==> config.mk <==
export PLATFORM = sky130hd
export DESIGN_NAME = mec_ctrl
export DESIGN_NICKNAME = d
export VERILOG_FILES = /design/src/hdl/mec_pkg.sv /design/src/hdl/mec_ctrl.sv
export SDC_FILE = /design/constraint.sdc
export NUM_CORES = 1
export LEC_CHECK = 0
export ABC_AREA = 1
export CAP_MARGIN = 20
export CORE_AREA = 4 4 41 43
export DETAILED_ROUTE_END_ITERATION = 12
export DIE_AREA = 0 0 45 47
export DONT_BUFFER_PORTS = 1
export PLACE_DENSITY = 0.3
export SYNTH_ARGS = -nofsm -noshare
export SYNTH_HDL_FRONTEND = slang
export SYNTH_SLANG_ARGS = --single-unit
==> constraint.sdc <==
create_clock -name clk_i -period 1.7 [get_ports clk_i]
set_input_delay 0.17 -clock clk_i [delete_from_list [all_inputs] [get_ports clk_i]]
set_output_delay 0.17 -clock clk_i [all_outputs]
set_load 0.02 [all_outputs]
==> src/hdl/mec_pkg.sv <==
// ----------------------------------------------------------------------------
// Mandelbrot escape counter package
// Shared widths, constants and controller/datapath interface types.
// ----------------------------------------------------------------------------
package mec_pkg;

  localparam int unsigned COORD_W = 32;
  localparam int unsigned CNT_W   = 9;

  localparam logic [CNT_W-1:0] ITER_CAP   = 9'd256;
  localparam logic [CNT_W-1:0] ITER_RESET = 9'd256;

  // controller -> datapath
  typedef struct packed {
    logic load;    // latch point, clear z and count
    logic mul;     // register the three products of z
    logic step;    // take the new z, bump count
    logic finish;  // capture result word
    logic esc;     // result escaped flag
  } mec_cmd_t;

  // datapath -> controller
  typedef struct packed {
    logic sq_esc;    // |z|^2 >= 4 from registered products
    logic mag_esc;   // a new part has magnitude >= 2
    logic at_limit;  // count reached the effective limit
  } mec_status_t;

endpackage

==> src/hdl/mec_ctrl.sv <==
// ----------------------------------------------------------------------------
// Mandelbrot escape counter controller
// Sequences multiply and add/check phases of each iteration.
// ----------------------------------------------------------------------------
module mec_ctrl (
  input  logic                clk_i,
  input  logic                rst_ni,
  input  logic                start_i,
  input  mec_pkg::mec_status_t status_i,
  output mec_pkg::mec_cmd_t    cmd_o,
  output logic                busy_o,
  output logic                done_o
);

  localparam logic [1:0] ST_IDLE = 2'd0;
  localparam logic [1:0] ST_MUL  = 2'd1;
  localparam logic [1:0] ST_ADD  = 2'd2;

  logic [1:0] state_q, state_d;
  logic       done_q;

  always_comb begin
    state_d = state_q;
    cmd_o   = '0;
    unique case (state_q)
      ST_IDLE: begin
        if (start_i) begin
          cmd_o.load = 1'b1;
          state_d    = ST_MUL;
        end
      end
      ST_MUL: begin
        cmd_o.mul = 1'b1;
        state_d   = ST_ADD;
      end
      ST_ADD: begin
        // escape check of the current z comes before the limit check
        if (status_i.sq_esc) begin
          cmd_o.finish = 1'b1;
          cmd_o.esc    = 1'b1;
          state_d      = ST_IDLE;
        end else if (status_i.at_limit) begin
          cmd_o.finish = 1'b1;
          state_d      = ST_IDLE;
        end else begin
          cmd_o.step = 1'b1;
          if (status_i.mag_esc) begin
            cmd_o.finish = 1'b1;
            cmd_o.esc    = 1'b1;
            state_d      = ST_IDLE;
          end else begin
            state_d = ST_MUL;
          end
        end
      end
      default: begin
        state_d = ST_IDLE;
      end
    endcase
  end

  always_ff @(posedge clk_i or negedge rst_ni) begin
    if (!rst_ni) begin
      state_q <= ST_IDLE;
      done_q  <= 1'b0;
    end else begin
      state_q <= state_d;
      done_q  <= cmd_o.finish;
    end
  end

  assign busy_o = (state_q != ST_IDLE);
  assign done_o = done_q;

endmodule

# --- Word level (Yosys, flattened, before mapping) ---
# Cells that the tools add are included.
totals:
  ff_bits: 3
  output_inout_bits: 7
  elab_cells: 22
classes:
  eq_ne: 3
  mux: 15
  reduce_logical: 2
ops:
  columns: ["op", "count"]
  rows:
  - ["$mux 2", 5]
  - ["$mux 1", 8]
  - ["$pmux 2 s3", 1]
  - ["$mux 3", 1]
  - ["$eq 2x1->1 const B", 1]
  - ["$eq 2x2->1 const B", 1]
  - ["$logic_not 2->1", 1]
  - ["$ne 2x2->1 const B", 1]
  - ["$reduce_bool 2->1", 1]

# --- Depth between registers and ports, before layout ---
depth:
  word_depth: 4
  depth_mapped: 4
  ltp_nobuf: 4

# --- Worst setup path before layout ---
# Ideal clock, no wire load.
synth_timing:
  kind: "reg-to-output"
  from: "reg state_q[0]"
  to: "out cmd_o[1] (netlist name)"
  arrival_ns: 0.920
  required_ns: 1.530
  path_slack_ns: 0.610
  path_stages_with_launch: 4
  path_cell_list: "dfrtp_1 > inv_2 > nand2_1 > a21oi_1"
synth_lines:
  columns: ["item", "line_no", "text"]
  rows:
  - ["start, declared", "mec_ctrl.sv:19", "logic [1:0] state_q, state_d;"]
  - ["start signal, assigned", "mec_ctrl.sv:67", "state_q <= state_d;"]
  - ["end, declared", "mec_ctrl.sv:10", "output mec_pkg::mec_cmd_t cmd_o,"]

==> run metrics <==
crit path time final 1420 ps; post-cts resize count 0; Lkg Pwr 0.110 nW; first-pass GRT wire length 614 um; setup bufs post-CTS 0; cts bufs inserted 3; non-filler instance count after layout 41; RePlAce Congestion 0.614; FF-to-FF Start state_q[0]; Internal Power 0.000190 W; Hold Slack 124 ps; CP Class reg -> out; Seq pwr share 33.2%; status finished, final reports clean; residual DRC count 0; Rel. slew slack 64.4%; hold endpoint state_q[0]; Seq/Total Area, Yosys 46.2%; Starting Density 12.5%; CTS tree yes; period utilization 83.5%; Longest Clk Path Bufs 2; source of the worst hold timing path status_i[2]; Nets 33; final hold violation count 0; cells after synthesis 22; setup violators final 0; Yosys cell types 10; R2R Setup Slk 510 ps; row count 13; Sw Share 38.4%; critical path endpoint category primary output; post-synthesis cell area 163 um^2; Die Ht 47 um; clock power share 39.7%; later-pin clock latency in the skew report 230 ps; RR Endpoint done_o; die area 2120 um^2; syn nets 28; largest net degree at the start of global routing 6; # diodes 0; post-detail-place hpwl 354 um; core area 1300 um^2; worst-case reg-to-reg path depth 3; post-route setup slack 281 ps; Max Slew Vio Count 0; Placed Cells 36; critical path data required time 1530 ps; vias in the first global route 162; Worst-path clk slew 40 ps; Area Overhead vs Synth 29.2%; clock root buffer clkbuf_4; Pwr per Cell Area 1460 nW/um^2; Wirelength per Cell 9.85 um; max-cap violations 0; number of synthesized register bits 3; DRT iter0 DRCs 0; IO Count 13; fillers 163; port bufs 0; Routed Antenna Nets 0; H-tree depth 1; start point of the critical path state_q[0]; post-synth top area share 46.2%; Hold Path Cell Cnt 3; grt total ovfl 0; share of layout cells above drive strength 1 26.9%; clock sink count 3; cell taking the most area after synthesis dfrtp_1; Max VDD drop 295 uV; crit start category register; Clock Skew 3.60 ps; largest cells by area after synthesis dfrtp_1 46%, nor2_1 14%, nand2_1 6.9%; Yosys warning total 0; Worst-Margin Slew 534 ps; GRT Util Overall 4.83%; Vias 146; critical path arrival 1250 ps; post-placement setup slack 479 ps; total negative slack 0 ps; vias per inst 3.56; DIE WIDTH 45 um; Avg Inst Size Synth 7.39 um^2; Psw 0.000118 W; RSZ-0062 raised after global routing false; drt pass-1 iters 1; initial antenna violation count 0; min-delay worst type in -> reg; drt total wl 404 um; CP Max Fanout 5; Logic pwr share 27.1%; fmax 705 MHz
==> cell families (layout without fill, tap and decap cells) <==
| kind of cell | Yosys count | count (layout) | share of synthesized area [%] |
|---|---|---|---|
| AOI/OAI and AO/OA | 1 | 1 | 3.07 |
| buffers and inverters | 5 | 9 | 13.9 |
| DFF | 3 | 3 | 46.2 |
| and+or+nand+nor | 13 | 13 | 36.9 |
==> worst max-delay path, cell delays in order (launching register included) <==
cell and delay [ps]:
dfrtp_1 390, inv_2 90, nand2_1 100, a21oi_1 440
==> through the flow <==
stage | area [um^2] | util, % | total power (W)
after floorplan | 163 | - | 0.000179
after global placement | 174 | 13.4 | 0.000186
after detailed placement | 174 | 13.4 | 0.000187
after CTS | 210 | 16.2 | 0.000318
after global routing | 210 | 16.2 | 0.000329
final | 210 | 16.2 | 0.000308
==> cell usage after synthesis <==
master,number
dfrtp_1,3
nor3_2,1
nor2_1,6
nor2_2,1
inv_1,2
nand2_1,3
nand3_1,2
inv_2,2
buf_4,1
a21oi_1,1
==> what timing repair did <==
action,CTS,global route
endpoints found under the setup margin,0,0
hold buffers,1,0
endpoints found under the hold margin,3,0
==> cells in the final DEF, fill, tap and decap left out <==
cell type | synthesis | layout
nor2_1 | 6 | 6
nand2_1 | 3 | 3
clkbuf_4 | 0 | 3
dfrtp_1 | 3 | 3
inv_2 | 2 | 2
inv_1 | 2 | 2
nand3_1 | 2 | 2
a21oi_1 | 1 | 1
nor3_2 | 1 | 1
nor2_2 | 1 | 1
clkbuf_1 | 0 | 1
dlygate4sd3_1 | 0 | 1
==> flip-flops by register name, indices dropped and copies added, names as in the netlist <==
| register | cells |
|---|---|
| state_q | 2 |
| done_o | 1 |
==> worst max path at each step <==
stage	end	slack (ps)	depth (start not counted)
2_1_floorplan	cmd_o[1]	610	3
3_3_place_gp	done_o	490	3
3_5_place_dp	done_o	480	3
4_1_cts	cmd_o[1]	230	3
5_1_grt	cmd_o[1]	190	3
6_report	cmd_o[1]	280	3
==> per-layer routing <==
layer  track usage [%]  wire length, um  vias to the layer above
met5                 0                0                        -
met4              5.26                0                        0
met3              4.21               39                        0
met2              6.21              198                        8
met1              4.34              165                       65
li1                  -                -                       73
==> area by class of cell <==
cell class	count	area, um^2	area share (%)
flip-flops and latches	3	75.1	35.7
inverters	4	15.0	7.14
multi-input cells	14	65.1	31.0
clock buffers	4	26.3	12.5
well taps	15	18.8	8.93
repair buffers	1	10.0	4.76
==> power by group through the flow <==
stage               sequential [W]  clock (W)  combinational, W
finish                    0.000102   0.000122         0.0000835
global route              0.000104   0.000133         0.0000919
CTS                       0.000103   0.000129         0.0000863
detailed placement        0.000104          0         0.0000833
global placement          0.000103          0         0.0000827
floorplan                 0.000101          0         0.0000784
No activity file was read; power rests on OpenSTA's default activity.
